==> src/rtl/ahcfp_pkg.sv <==
// Shared types, constants and the hex digit decoder for the command frame parser.
`default_nettype none

package ahcfp_pkg;

   localparam logic [7:0] NEWLINE_CHAR = 8'h0A;
   localparam logic [7:0] CASE_BIT     = 8'h20;
   localparam logic [7:0] COUNT_MAX    = 8'd255;
   // Line length counts the newline, so these are compared against count + 1.
   localparam logic [7:0] FULL_LEN     = 8'd12;
   localparam logic [7:0] HELP_MAX_LEN = 8'd2;

   // Character positions of the hex digits within a line.
   localparam logic [7:0] POS_CMD_HI = 8'd1;
   localparam logic [7:0] POS_CMD_LO = 8'd2;
   localparam logic [7:0] POS_PAR_HI = 8'd4;
   localparam logic [7:0] POS_PAR_LO = 8'd5;
   localparam logic [7:0] POS_VAL_HI = 8'd7;
   localparam logic [7:0] POS_VAL_LO = 8'd8;
   localparam logic [7:0] POS_CHK_HI = 8'd10;
   localparam logic [7:0] POS_CHK_LO = 8'd11;

   typedef enum logic [1:0] {
      STATUS_OK         = 2'd0,
      STATUS_PARITY_ERR = 2'd1,
      STATUS_INCOMPLETE = 2'd2,
      STATUS_HELP       = 2'd3
   } status_type;

   typedef struct packed {
      logic [7:0] command;
      logic [7:0] param_byte;
      logic [7:0] value_byte;
      logic [7:0] parity_rx;
      status_type status;
   } frame_type;

   // Anything that is not 0-9, a-f or A-F decodes as zero.
   function automatic logic [3:0] hex_nibble(input logic [7:0] c);
      logic [7:0] lc;
      lc = c | CASE_BIT;
      if (c inside {[8'h30:8'h39]}) begin
         return c[3:0];
      end else if (lc inside {[8'h61:8'h66]}) begin
         return 4'(lc[3:0] + 4'd9);
      end else begin
         return 4'd0;
      end
   endfunction

endpackage

`default_nettype wire

==> src/rtl/ahcfp_line_acc.sv <==
// Per-line state: character count, byte assembly by position and end-of-line judgment.
`default_nettype none

module ahcfp_line_acc
   import ahcfp_pkg::*;
(
   input  wire logic       clock,
   input  wire logic       reset,
   input  wire logic       char_valid,
   input  wire logic [7:0] rx_char,
   output logic            frame_done,
   output frame_type       frame
);

   logic [7:0] count_ff, count_in;
   logic [7:0] cmd_ff, cmd_in;
   logic [7:0] par_ff, par_in;
   logic [7:0] val_ff, val_in;
   logic [7:0] chk_ff, chk_in;
   logic [3:0] nib;
   logic       is_newline;

   assign is_newline = (rx_char == NEWLINE_CHAR);
   assign nib        = hex_nibble(rx_char);
   assign frame_done = char_valid && is_newline;

   // Judgment uses the state before the newline; fields report what was assembled.
   always_comb begin
      frame.command    = cmd_ff;
      frame.param_byte = par_ff;
      frame.value_byte = val_ff;
      frame.parity_rx  = chk_ff;
      if (count_ff < HELP_MAX_LEN) begin
         frame.status = STATUS_HELP;
      end else if (count_ff < 8'(FULL_LEN - 8'd1)) begin
         frame.status = STATUS_INCOMPLETE;
      end else if ((cmd_ff ^ par_ff ^ val_ff) == chk_ff) begin
         frame.status = STATUS_OK;
      end else begin
         frame.status = STATUS_PARITY_ERR;
      end
   end

   always_comb begin
      count_in = count_ff;
      cmd_in   = cmd_ff;
      par_in   = par_ff;
      val_in   = val_ff;
      chk_in   = chk_ff;
      if (char_valid) begin
         if (is_newline) begin
            count_in = 8'd0;
            cmd_in   = 8'd0;
            par_in   = 8'd0;
            val_in   = 8'd0;
            chk_in   = 8'd0;
         end else begin
            case (count_ff)
               POS_CMD_HI: cmd_in = {nib, cmd_ff[3:0]};
               POS_CMD_LO: cmd_in = {cmd_ff[7:4], nib};
               POS_PAR_HI: par_in = {nib, par_ff[3:0]};
               POS_PAR_LO: par_in = {par_ff[7:4], nib};
               POS_VAL_HI: val_in = {nib, val_ff[3:0]};
               POS_VAL_LO: val_in = {val_ff[7:4], nib};
               POS_CHK_HI: chk_in = {nib, chk_ff[3:0]};
               POS_CHK_LO: chk_in = {chk_ff[7:4], nib};
               default:    ;
            endcase
            if (count_ff != COUNT_MAX) begin
               count_in = 8'(count_ff + 8'd1);
            end
         end
      end
   end

   always_ff @(posedge clock) begin
      if (reset) begin
         count_ff <= 8'd0;
         cmd_ff   <= 8'd0;
         par_ff   <= 8'd0;
         val_ff   <= 8'd0;
         chk_ff   <= 8'd0;
      end else begin
         count_ff <= count_in;
         cmd_ff   <= cmd_in;
         par_ff   <= par_in;
         val_ff   <= val_in;
         chk_ff   <= chk_in;
      end
   end

endmodule

`default_nettype wire

==> src/rtl/ascii_hex_command_frame_parser.sv <==
// Top level of the ASCII hex command frame parser: input register, line logic, result register.
`default_nettype none

// Takes one received character per transaction and frames newline-ended lines of the form
// C hh P hh V hh Q hh. Hex pairs are picked by position (1-2 command, 4-5 parameter,
// 7-8 value, 10-11 parity), case-insensitive, with any other character decoding as 0.
// Each newline yields one result transaction carrying the four bytes and a status:
// accepted, parity error, incomplete line (3..11 characters) or help request (2 or fewer).
// Characters accept one per cycle while the input side is not stalled; a newline transaction passes
// through the input register, then the combinational line logic, then the result register.
// The input side stalls only while a result waits and the output side is stalled.

module ascii_hex_command_frame_parser
   import ahcfp_pkg::*;
(
   input  wire logic       clock,
   input  wire logic       reset,
   input  wire logic       req_valid,
   output logic            req_stall,
   input  wire logic [7:0] req_rx_char,
   output logic            rsp_valid,
   input  wire logic       rsp_stall,
   output logic [7:0]      rsp_command,
   output logic [7:0]      rsp_param_byte,
   output logic [7:0]      rsp_value_byte,
   output logic [7:0]      rsp_parity_rx,
   output logic [1:0]      rsp_status
);

   logic       in_valid_ff, in_valid_in;
   logic [7:0] in_char_ff;
   logic       out_valid_ff, out_valid_in;
   frame_type  out_frame_ff;
   logic       advance;
   logic       req_accept;
   logic       frame_done;
   frame_type  frame;

   assign advance    = !out_valid_ff || !rsp_stall;
   assign req_stall  = in_valid_ff && !advance;
   assign req_accept = req_valid && !req_stall;

   ahcfp_line_acc u_line_acc (
      .clock      (clock),
      .reset      (reset),
      .char_valid (in_valid_ff && advance),
      .rx_char    (in_char_ff),
      .frame_done (frame_done),
      .frame      (frame)
   );

   always_comb begin
      in_valid_in = in_valid_ff;
      if (req_accept) begin
         in_valid_in = 1'b1;
      end else if (advance) begin
         in_valid_in = 1'b0;
      end
      out_valid_in = out_valid_ff;
      if (advance) begin
         out_valid_in = frame_done;
      end
   end

   always_ff @(posedge clock) begin
      if (reset) begin
         in_valid_ff  <= 1'b0;
         out_valid_ff <= 1'b0;
      end else begin
         in_valid_ff  <= in_valid_in;
         out_valid_ff <= out_valid_in;
      end
   end

   always_ff @(posedge clock) begin
      if (req_accept) begin
         in_char_ff <= req_rx_char;
      end
      if (advance && frame_done) begin
         out_frame_ff <= frame;
      end
   end

   assign rsp_valid      = out_valid_ff;
   assign rsp_command    = out_frame_ff.command;
   assign rsp_param_byte = out_frame_ff.param_byte;
   assign rsp_value_byte = out_frame_ff.value_byte;
   assign rsp_parity_rx  = out_frame_ff.parity_rx;
   assign rsp_status     = out_frame_ff.status;

endmodule

`default_nettype wire

==> config.mk <==
export PLATFORM = sky130hd
export DESIGN_NAME = ascii_hex_command_frame_parser
export DESIGN_NICKNAME = d
export VERILOG_FILES = /design/src/rtl/ahcfp_pkg.sv /design/src/rtl/ahcfp_line_acc.sv /design/src/rtl/ascii_hex_command_frame_parser.sv
export SDC_FILE = /design/constraint.sdc
export NUM_CORES = 1
export LEC_CHECK = 0
export BUFFER_PORTS_ARGS = -buffer_cell sky130_fd_sc_hd__buf_2
export CELL_PAD_IN_SITES_DETAIL_PLACEMENT = 0
export CELL_PAD_IN_SITES_GLOBAL_PLACEMENT = 1
export CORE_UTILIZATION = 35
export DETAILED_ROUTE_END_ITERATION = 8
export GPL_ROUTABILITY_DRIVEN = 1
export MAX_ROUTING_LAYER = met4
export PLACE_DENSITY_LB_ADDON = 0.3
export SYNTH_ARGS = -nofsm -noshare
export SYNTH_HDL_FRONTEND = slang
export SYNTH_HIERARCHICAL = 1
export SYNTH_SLANG_ARGS = --single-unit
==> constraint.sdc <==
create_clock -name clock -period 7.6 [get_ports clock]
set_clock_uncertainty 0.1 [all_clocks]
set_input_delay 0.76 -clock clock [delete_from_list [all_inputs] [get_ports clock]]
set_output_delay 0.76 -clock clock [all_outputs]
set_load 0.02 [all_outputs]
=== Yosys cells after proc, flatten, opt, wreduce, memory -nomap -nowiden ===
Index checks and enable logic that the tools add are counted.

* Flip-flop bits (word level): 84
* ROM bits: 0
* Bits in writable memories: 0
* Memories kept: 0
* Input bits: 12
* Latch bits: 0
* Logic and storage cells: 95

* $mul: 0
* Div/mod/pow operators: 0
* Shift operators: 0
* Eq/ne operators: 19
* Add/subtract/negate cells: 2
* $lt $le $gt $ge: 6
* Multiplexer cells: 16
* Reduce and logical (&&, ||, !) cells: 32
* Bitwise operators: 2

{| class="wikitable"
|+ Operators by type and width
! operator !! number
|-
| $pmux W8 S2 || 4
|-
| $mux W8 || 6
|-
| $eq A8 B4 Y1 const B || 4
|-
| $eq A8 B3 Y1 const B || 3
|-
| $reduce_and A3 Y1 || 8
|-
| $reduce_bool A2 Y1 || 10
|-
| $ne A2 B1 Y1 const B || 8
|-
| $xor A8 B8 Y8 || 2
|-
| $add A8 B1 Y8 const B || 1
|-
| $eq A8 B1 Y1 const B || 1
|-
| $eq A8 B2 Y1 const B || 1
|-
| $eq A8 B8 Y1 || 1
|-
| $ge A8 B6 Y1 const B || 1
|-
| $ge A8 B7 Y1 const B || 1
|-
| $le A8 B6 Y1 const B || 1
|-
| $le A8 B7 Y1 const B || 1
|-
| $lt A8 B2 Y1 const B || 1
|-
| $lt A8 B4 Y1 const B || 1
|-
| $mux W4 || 2
|-
| $ne A8 B8 Y1 const B || 1
|-
| $logic_and A1 B1 Y1 || 7
|-
| $add A4 B4 Y4 const B || 1
|-
| $logic_not A1 Y1 || 4
|-
| $mux W1 || 4
|-
| 3 further kinds || 3
|}

=== Logic depth before layout (Yosys ltp) ===
Gate-level depths: netlist of the first run.

* Depth after elaboration: 7
* Mapped depth: 7

=== Modules after synthesis ===
The synthesis of the first run kept the hierarchy.

{| class="wikitable"
|+ By module, submodules not included
! module !! area an instance (um2) !! cells an instance !! instances
|-
| ahcfp_line_acc || 2190.9 || 236 || 1
|-
| ascii_hex_command_frame_parser || 1355.0 || 53 || 1
|}

=== Worst setup path after synthesis of the first run ===
OpenSTA, ideal clock, no wires.

* Path kind: input port to flip-flop
* Start point: in rsp_stall
* End point: reg out_frame_ff (netlist bit rsp_command[0]), enable pin
* Setup time: 0.477 ns
* Setup slack: 3.078 ns
* Path buffers: 1
* Cell stages on the path: 5
* Arrival: 3.945 ns
* Path through: a21boi_0 inv_1 clkbuf_1 nor2_1 a21boi_0

* Cells in the longest elaborated chain, start to end: 5

{| class="wikitable"
|+ Ends and longest elaborated chain
! element !! RTL line !! source
|-
| start, declared || ascii_hex_command_frame_parser.sv:22 || <nowiki>input wire logic rsp_stall,</nowiki>
|-
| $logic_not A1 Y1 || ascii_hex_command_frame_parser.sv:39 || <nowiki>assign advance = !out_valid_ff || !rsp_stall;</nowiki>
|-
| $logic_or A1 B1 Y1 || ascii_hex_command_frame_parser.sv:39 ||
|-
| $logic_and A1 B1 Y1 || ascii_hex_command_frame_parser.sv:46 || <nowiki>.char_valid (in_valid_ff && advance),</nowiki>
|-
| $logic_and A1 B1 Y1 || ahcfp_line_acc.sv:25 || <nowiki>assign frame_done = char_valid && is_newline;</nowiki>
|-
| via frame_done || ascii_hex_command_frame_parser.sv:36 || <nowiki>logic frame_done;</nowiki>
|-
| $logic_and A1 B1 Y1 || ascii_hex_command_frame_parser.sv:79 || <nowiki>if (advance && frame_done) begin</nowiki>
|-
| end signal, assigned || ascii_hex_command_frame_parser.sv:80 || <nowiki>out_frame_ff <= frame;</nowiki>
|-
| end, declared || ascii_hex_command_frame_parser.sv:33 || <nowiki>frame_type out_frame_ff;</nowiki>
|}

The timed path passes the listed nets, and every way through them passes these cells.
A chain may end at the register's enable or synchronous reset.

=== Worst setup path in the final report of the first run ===
* Start point: reg in_char_ff[2]
* End point: reg out_frame_ff (netlist bit rsp_parity_rx[1]), enable pin

* Cells in the longest elaborated chain, start to end: 3

{| class="wikitable"
|+ Ends and longest elaborated chain
! element !! RTL line !! source
|-
| start, declared || ascii_hex_command_frame_parser.sv:31 || <nowiki>logic [7:0] in_char_ff;</nowiki>
|-
| start signal, assigned || ascii_hex_command_frame_parser.sv:77 || <nowiki>in_char_ff <= req_rx_char;</nowiki>
|-
| $eq A8 B4 Y1 || ahcfp_line_acc.sv:23 || <nowiki>assign is_newline = (rx_char == NEWLINE_CHAR);</nowiki>
|-
| $logic_and A1 B1 Y1 || ahcfp_line_acc.sv:25 ||
|-
| via frame_done || ascii_hex_command_frame_parser.sv:36 ||
|-
| $logic_and A1 B1 Y1 || ascii_hex_command_frame_parser.sv:79 ||
|}

The timed path passes the listed nets, and every way through them passes these cells.

==> results of run 1 <==
==> through the flow <==
stage	utilization	hold WS [ns]	area, um2
floorplan	-	0.350	3550
global placement	0.402	0.371	3930
detailed placement	0.402	0.375	3930
CTS	0.420	0.394	4110
global route	0.420	0.414	4110
finish	0.420	0.393	4110
==> cells in the mapped netlist, types with 4 or more instances <==
library cell | instances | area [um2]
a21oi_1 | 9 | 45.0
a22o_1 | 21 | 184
a32o_1 | 5 | 50.1
clkbuf_1 | 9 | 33.8
dfxtp_1 | 42 | 841
edfxtp_1 | 42 | 1260
ha_1 | 8 | 100
inv_1 | 13 | 48.8
nand2_1 | 5 | 18.8
nand2b_1 | 7 | 43.8
nand3_1 | 9 | 45.0
nor2_1 | 17 | 63.8
nor4_1 | 4 | 25.0
o21a_1 | 4 | 30.0
o21ai_0 | 5 | 25.0
o2bb2ai_1 | 4 | 35.0
xnor2_1 | 19 | 166
xor2_1 | 8 | 70.1
==> layout make-up <==
type / count / area [um2] / share of cell area
repair buffers: 48 / 243 / 0.0591
flip-flops and latches: 84 / 2100 / 0.512
clock inverters: 6 / 47.5 / 0.0116
well taps: 133 / 166 / 0.0405
inverters: 13 / 48.8 / 0.0119
clock buffers: 10 / 128 / 0.0311
multi-input cells: 183 / 1370 / 0.334
==> kinds of logic (layout without fill, tap and decap cells) <==
kind of cell | count (synthesis) | count (layout) | synth area share
AO/OA/AOI/OAI | 71 | 71 | 0.157
XOR/XNOR | 27 | 27 | 0.0667
multiplexers | 1 | 1 | 0.00318
buffers and inverters | 22 | 77 | 0.0233
flip-flops | 84 | 84 | 0.593
AND/OR/NAND/NOR | 76 | 76 | 0.129
adder cells (fa/ha/maj) | 8 | 8 | 0.0282
==> routing by layer <==
metal | share of wire | global-route usage | vias to the layer above | routed length, um
li1 | - | - | 1195 | -
met1 | 0.50 | 0.207 | 1162 | 3720
met2 | 0.44 | 0.224 | 65 | 3300
met3 | 0.044 | 0.0339 | 8 | 329
met4 | 0.012 | 0.0747 | 0 | 87
met5 | 0 | - | - | 0
==> worst register-to-register path: cells and delay by family (launching register included) <==
| kind | cells | cell delay [ns] |
|---|---|---|
| simple gates | 3 | 1.21 |
| flops | 1 | 0.50 |
| compound gates | 1 | 0.92 |
==> power by group through the flow <==
stage          logic (mW)  clock network [mW]  registers (mW)
6_report           0.0332               0.291           0.482
5_1_grt            0.0372               0.318           0.482
4_1_cts            0.0330               0.298           0.482
3_5_place_dp       0.0329                   0           0.492
3_3_place_gp       0.0326                   0           0.492
2_1_floorplan      0.0220                   0           0.491
==> path summary, 6_finish.rpt <==
kind                 start                to  slack, ns
max          in_char_ff[2]  rsp_parity_rx[1]       4.47
min            in_valid_ff       in_valid_ff       0.39
max reg2reg  in_char_ff[2]  rsp_parity_rx[1]       4.47
min reg2reg    in_valid_ff       in_valid_ff       0.39
==> impl_metrics.yaml, run 1 <==
run_status:
  status: "completed"
hold_path:
  hold_class: "reg -> reg"
  min_path_cells: 2
clock_tree:
  cts_buffers: 9
  cts_buffer_depth: 2
  cts-resized-gates: 0
  ctsRootBufferMaster: "clkbuf_8"
  clk_pin_slew_ns: 0.08
  cts_setup_buffers: 0
  cts_hold_buf: 0
  tritoncts: "done"
  clkSinkCount: 84
  insertion_delay_ns: 0.36
  cts_max_level: 3
yosys:
  synth_flop_cell: "edfxtp_1"
  ys_warn_count: 6
  async_reset_ff_frac: 0
  netlist_instances: 289
  ys_seq_elements: 84
  synth.distinct_cells: 52
  synth_area_per_cell_um2: 12.3
  synth_area_um2: 3550
  syn_nets: 309
  synth_edf_count: 42
  synth-seq-area-share: 0.593
timing:
  relSlewSlack: 0.238
  fin_crit_ns: 3.13
  fin_ws_ns: 4.47
  setup-violations-final: 0
  finalCritPeriodShare: 0.411
  drv_slew: 0
  fin_setup_tns_ns: 0
  fmax_mhz: 320
  worst_pin_slew_ns: 1.14
  rsz0062_at_grt: "false"
  hold_viol_final: 0
place:
  pre_cts_slack_ns: 4.47
  portBuffers: 47
  routabilityCongestion: 0.843
  place_inst: 461
  hpwl_um: 5220
die:
  fp.dieW_um: 103
  die_y_um: 103
  ios: 48
  coreArea_um2: 9770
  die-area_um2: 10500
  start_util: 0.363
  rows: 36
setup_path:
  cp_top_family: "simple AND/OR/NAND/NOR gates"
  crit_arrival_ns: 3.00
  critPathSlowestCell: "a21boi_4"
  critPathKind: "reg -> reg"
  cp.depth: 4
  worstPathCellList: "nor3_1 > nand4_1 > nor2_1 > a21boi_4"
  slowest_delay_ns: 0.92
  required_ns: 7.48
  worst_setup_path_start_kind: "register"
  r2r_cells: 4
  critPathBufInv: 0
  cp_max_fo: 34
  end_kind: "register"
grt:
  grt_overflow_total: 0
  grt_pass1_wl_um: 11600
  grt_use_total: 0.155
  antenna_found_initial: 0
  grt_start_max_net_pins: 35
  grt_pass1_vias: 2193
power:
  p_total_mw: 0.806
  p_comb_frac: 0.041
  peakVddDrop_v: 0.0000742
  pwr_density_cell_nw_per_um2: 196
  swShare: 0.242
  power_frac_clock: 0.361
  leakagePower_nw: 1.46
  seqPwrFrac: 0.597
  p_sw_mw: 0.195
  p_int_mw: 0.611
routing:
  drc: 0
  initialDrtViolationCount: 176
  drt_wl_total_um: 7430
  ant_nets: 0
  via_per_inst: 5.09
  vias: 2430
  drt_pass1_iterations: 4
  post_drt_wl_per_cell_um: 15.6
layout:
  layout_commonest_cell: "buf_2"
  fill_cells: 933
  syn2layout_area_growth_pct: 15.8
  drive_above_1_share: 0.212
  instances_no_fill: 477
  diodes: 0
  layout_common_cells: "buf_2, edfxtp_1, dfxtp_1"
  fin_nets: 359
run:
  cap_viol_max_count: 0
Power figures use the tool's default switching activity.
==> run 2: changes to the inputs <==
ABC_AREA = 1   (was unset)
clock period = 2.9 ns   (was 7.6 ns; I/O delays follow)
==> run 2 against run 1 <==
Die area rose by 10%. Critical path depth rose by 5. Flip-flop and latch count did not move. Clock power rose to 2.7 times the previous value. Largest power group unchanged. Final area rose by 11%.
==> impl_metrics.yaml, run 2 <==
routing:
  vias: 2979
  post_drt_wl_per_cell_um: 12.5
  ant_nets: 0
  via_per_inst: 4.56
  initialDrtViolationCount: 102
  drc: 0
  drt_pass1_iterations: 4
  drt_wl_total_um: 8170
clock_tree:
  clk_pin_slew_ns: 0.09
  tritoncts: "done"
  ctsRootBufferMaster: "clkbuf_8"
  cts_max_level: 3
  cts_buffers: 9
  insertion_delay_ns: 0.36
  clkSinkCount: 84
  cts_buffer_depth: 2
  cts-resized-gates: 0
yosys:
  synth_top_cell_by_area: "edfxtp_1"
  synth_area_per_cell_um2: 8.70
  synth-seq-area-share: 0.538
  synth_area_um2: 3910
  synth_edf_count: 42
  synth_flop_cell: "edfxtp_1"
  synth.distinct_cells: 26
  yosys-top-cells-count: "nand2_1, inv_1, nor2_1"
  ys_warn_count: 6
  synth_top_area_frac: 0.323
  yosysMostFrequentCell: "nand2_1"
  async_reset_ff_frac: 0
  ys_seq_elements: 84
  syn_nets: 469
  yosys-top-cells-area: "edfxtp_1, dfxtp_1, nand2_1"
  netlist_instances: 449
layout:
  fin_area_um2: 4570
  layout_commonest_cell: "nand2_1"
  drive_above_1_share: 0.170
  layout_common_cells: "nand2_1, inv_1, buf_2"
  fin_nets: 528
  fill_cells: 1085
  syn2layout_area_growth_pct: 16.9
  diodes: 0
die:
  die-area_um2: 11600
  fp.dieW_um: 108
  ios: 48
  die_y_um: 108
  start_util: 0.360
  coreArea_um2: 10800
  rows: 38
setup_path:
  end_kind: "register"
  worst_setup_path_start_kind: "register"
  worstPathCellList: "inv_1 > ha_1 > nand2_1 > nor2_4 > nand2_2 > inv_1 > inv_1 > nor2_2 > buf_12"
  required_ns: 2.85
  slowest_delay_ns: 0.44
  cp_common_cell: "inv_1"
  cp_top_family: "simple AND/OR/NAND/NOR gates"
  cp_max_fo: 34
  critPathBufInv: 4
  critPathKind: "reg -> reg"
  crit_arrival_ns: 2.34
  critPathSlowestCell: "edfxtp_1"
run_status:
  status: "completed"
timing:
  drv_slew: 0
  setup-violations-final: 0
  finalCritPeriodShare: 0.824
  fin_crit_ns: 2.39
  rsz0062_at_grt: "false"
  relSlewSlack: 0.490
  fin_ws_ns: 0.510
  worst_pin_slew_ns: 0.766
  fmax_mhz: 418
  fin_setup_tns_ns: 0
  hold_viol_final: 0
grt:
  grt_pass1_wl_um: 13600
  grt_use_total: 0.160
  grt_start_max_net_pins: 42
  grt_pass1_vias: 2800
  grt_overflow_total: 0
  antenna_found_initial: 0
power:
  swShare: 0.227
  power_frac_clock: 0.366
  pwr_density_cell_nw_per_um2: 473
  peakVddDrop_v: 0.000166
  seqPwrFrac: 0.583
  p_comb_frac: 0.051
  p_int_mw: 1.67
  p_sw_mw: 0.490
  p_total_mw: 2.16
  leakagePower_nw: 1.94
run:
  cap_viol_max_count: 0
place:
  portBuffers: 47
  hpwl_um: 5860
  placed_cell_area_um2: 4310
  routabilityCongestion: 0.784
  pre_cts_slack_ns: 0.527
hold_path:
  hold_class: "in -> reg"
run 2: cell types whose count changed in the layout (fill, tap and decap cells not counted), moves of 21 or more:
| cell | delta |
|---|---|
| nand3_1 | +33 |
| nor2_1 | +25 |
| nand2_1 | +112 |
| a21oi_1 | +31 |
| a22o_1 | -21 |
| inv_1 | +36 |
run 2: metal layers:
layer | track usage | share of wire | up-vias
met2 | 0.253 | 0.47 | 53
met3 | 0.0254 | 0.031 | 12
li1 | - | - | 1574
met4 | 0.0734 | 0.017 | 0
met5 | - | 0 | -
met1 | 0.200 | 0.48 | 1340
run 2: timing repair:
action	CTS	global route
setup buffers	0	0
endpoints found under the hold margin	7	0
endpoints found under the setup margin	0	0
hold buffers	7	0
run 2: final timing paths:
check                  startpoint  slack (ns)                 to  cells past startpoint
max                 in_char_ff[0]        0.51  rsp_param_byte[7]                      9
min                req_rx_char[2]        0.03      in_char_ff[2]                      1
max reg2reg         in_char_ff[0]        0.51  rsp_param_byte[7]                      9
min reg2reg  u_line_acc/par_ff[2]        0.38  rsp_param_byte[2]                      0
run 2: stage by stage:
step	instances	util	hold WS (ns)
after floorplan	449	-	0.252
after CTS	653	0.421	0.00829
final	653	0.421	0.0283
after global routing	653	0.421	0.00694
after global placement	630	0.397	0.366
after detailed placement	630	0.397	0.363
run 2: power by group through the flow:
stage / clock network, mW / registers (mW) / logic [mW]
after floorplan: 0 / 1.28 / 0.0707
after global placement: 0 / 1.29 / 0.103
after detailed placement: 0 / 1.29 / 0.103
after CTS: 0.821 / 1.26 / 0.111
after global routing: 0.870 / 1.26 / 0.124
final: 0.791 / 1.26 / 0.109
run 2: area by class of cell:
cell class              instances  area (um2)  area share
flip-flops and latches         84        2100       0.460
multi-input cells             307        1580       0.346
repair buffers                 56         333      0.0729
inverters                      50         188      0.0411
well taps                     140         175      0.0383
clock buffers                  13         170      0.0373
clock inverters                 3        20.0     0.00438
run 2: cells by family (layout without fill, tap and decap cells):
logic type,Yosys count,in the layout,synth area share
and+or+nand+nor,226,226,0.258
xor gates and xnor gates,24,24,0.0538
buffers and inverters,58,122,0.0583
AOI/OAI and AO/OA,49,49,0.0666
adders and majority gates,8,8,0.0256
DFF,84,84,0.538
==> run 3: changes to the inputs <==
clock period = 2.4 ns   (was 2.9 ns; I/O delays follow)
==> run 3 against run 2 <==
Cell count up 0.61%. Register-to-register slack worse by 0.21 ns. Fmax up 14%. Worst hold slack better by 0.0075 ns. Flip-flop and latch count unchanged. Wire length up 1.9%. Clock-buffer cell count down 3. Final area up 0.49%. Critical endpoint is now rsp_parity_rx[4]. Largest cell class unchanged. Largest power group unchanged. Highest routed layer unchanged.
==> impl_metrics.yaml, run 3 (same netlist as run 2, synthesis figures left out) <==
run_status:
  status: "completed"
clock_tree:
  cts-resized-gates: 0
  insertion_delay_ns: 0.35
  cts_max_level: 3
  tritoncts: "done"
  cts_setup_buffers: 0
  clk_pin_slew_ns: 0.09
  ctsRootBufferMaster: "clkbuf_8"
  clkSinkCount: 84
  cts_buffer_depth: 2
  cts_buffers: 9
timing:
  fmax_mhz: 476
  fin_crit_ns: 2.10
  worst_pin_slew_ns: 0.454
  drv_slew: 0
  fin_setup_tns_ns: 0
  hold_viol_final: 0
  rsz0062_at_grt: "false"
  whs_ns: 0.0357
  setup-violations-final: 0
  finalCritPeriodShare: 0.876
  relSlewSlack: 0.697
setup_path:
  crit_arrival_ns: 2.05
  r2r_cells: 9
  worst_setup_path_start_kind: "register"
  critPathKind: "reg -> reg"
  end_kind: "register"
  cp_max_fo: 34
  required_ns: 2.34
routing:
  drc: 0
  drt_wl_total_um: 8330
  via_per_inst: 4.55
  ant_nets: 0
  vias: 2989
  initialDrtViolationCount: 109
  post_drt_wl_per_cell_um: 12.7
  drt_pass1_iterations: 4
layout:
  layout_commonest_cell: "nand2_1"
  drive_above_1_share: 0.176
  fin_nets: 532
  diodes: 0
  layout_common_cells: "nand2_1, inv_1, buf_2"
  fill_cells: 1123
  syn2layout_area_growth_pct: 17.5
power:
  seqPwrFrac: 0.592
  p_int_mw: 1.94
  power_frac_clock: 0.356
  p_sw_mw: 0.635
  pwr_density_cell_nw_per_um2: 560
  peakVddDrop_v: 0.000244
  p_comb_frac: 0.052
  swShare: 0.247
  leakagePower_nw: 1.94
die:
  start_util: 0.360
  die_y_um: 108
  die-area_um2: 11600
  coreArea_um2: 10800
  rows: 38
  ios: 48
  fp.dieW_um: 108
grt:
  antenna_found_initial: 0
  grt_start_max_net_pins: 35
  grt_pass1_vias: 2800
  grt_use_total: 0.159
  grt_pass1_wl_um: 13600
  grt_overflow_total: 0
hold_path:
  hold_class: "in -> reg"
  min_path_cells: 3
place:
  hpwl_um: 6020
  routabilityCongestion: 0.798
  portBuffers: 47
run:
  cap_viol_max_count: 0
run 3: stage by stage:
step	instances	util	area [um2]	power, mW	setup WS [ns]
4_1_cts	657	0.423	4590	2.61	0.280
3_5_place_dp	633	0.400	4340	1.68	0.316
2_1_floorplan	449	-	3920	1.64	0.116
5_1_grt	657	0.423	4590	2.69	0.165
3_3_place_gp	633	0.400	4340	1.68	0.391
6_report	657	0.423	4590	2.57	0.298
run 3: what timing repair did:
item,4_1_cts,5_1_grt
endpoints found under the setup margin,0,0
hold buffers,8,0
hold endpoints to repair,8,0
run 3: power groups by stage:
stage	registers, mW	logic (mW)	clock network [mW]
after global placement	1.56	0.123	0
final	1.52	0.135	0.915
after CTS	1.52	0.135	0.952
after global routing	1.53	0.152	1.01
after floorplan	1.55	0.0855	0
after detailed placement	1.56	0.125	0
run 3: layer usage:
metal	track usage	up-vias	part of all wire
met4	0.0558	0	0.011
met3	0.0309	7	0.039
li1	-	1579	-
met1	0.203	1349	0.49
met2	0.253	54	0.46
met5	-	-	0
run 3: worst paths after layout:
| check | start | end | slack [ns] |
|---|---|---|---|
| max reg2reg | in_char_ff[0] | rsp_parity_rx[4] | 0.30 |
| min | req_valid | in_valid_ff | 0.04 |
| max | in_char_ff[0] | rsp_parity_rx[4] | 0.30 |
| min reg2reg | u_line_acc/val_ff[5] | rsp_value_byte[5] | 0.38 |
run 3: layout make-up:
type,instances,area [um2],area share
flip-flops and latches,84,2100,0.458
multi-input cells,307,1590,0.345
repair buffers,60,365,0.0796
inverters,50,188,0.0409
well taps,140,175,0.0382
clock buffers,10,128,0.0278
clock inverters,6,47.5,0.0104
run 3: worst max-delay path: stages, from the launching register on:
cell      delay (ns)
edfxtp_1        0.45
inv_1           0.16
ha_1            0.19
nand2_1         0.09
nor2_4          0.21
nand2_2         0.08
inv_1           0.08
inv_1           0.07
nor2_4          0.12
buf_12          0.22
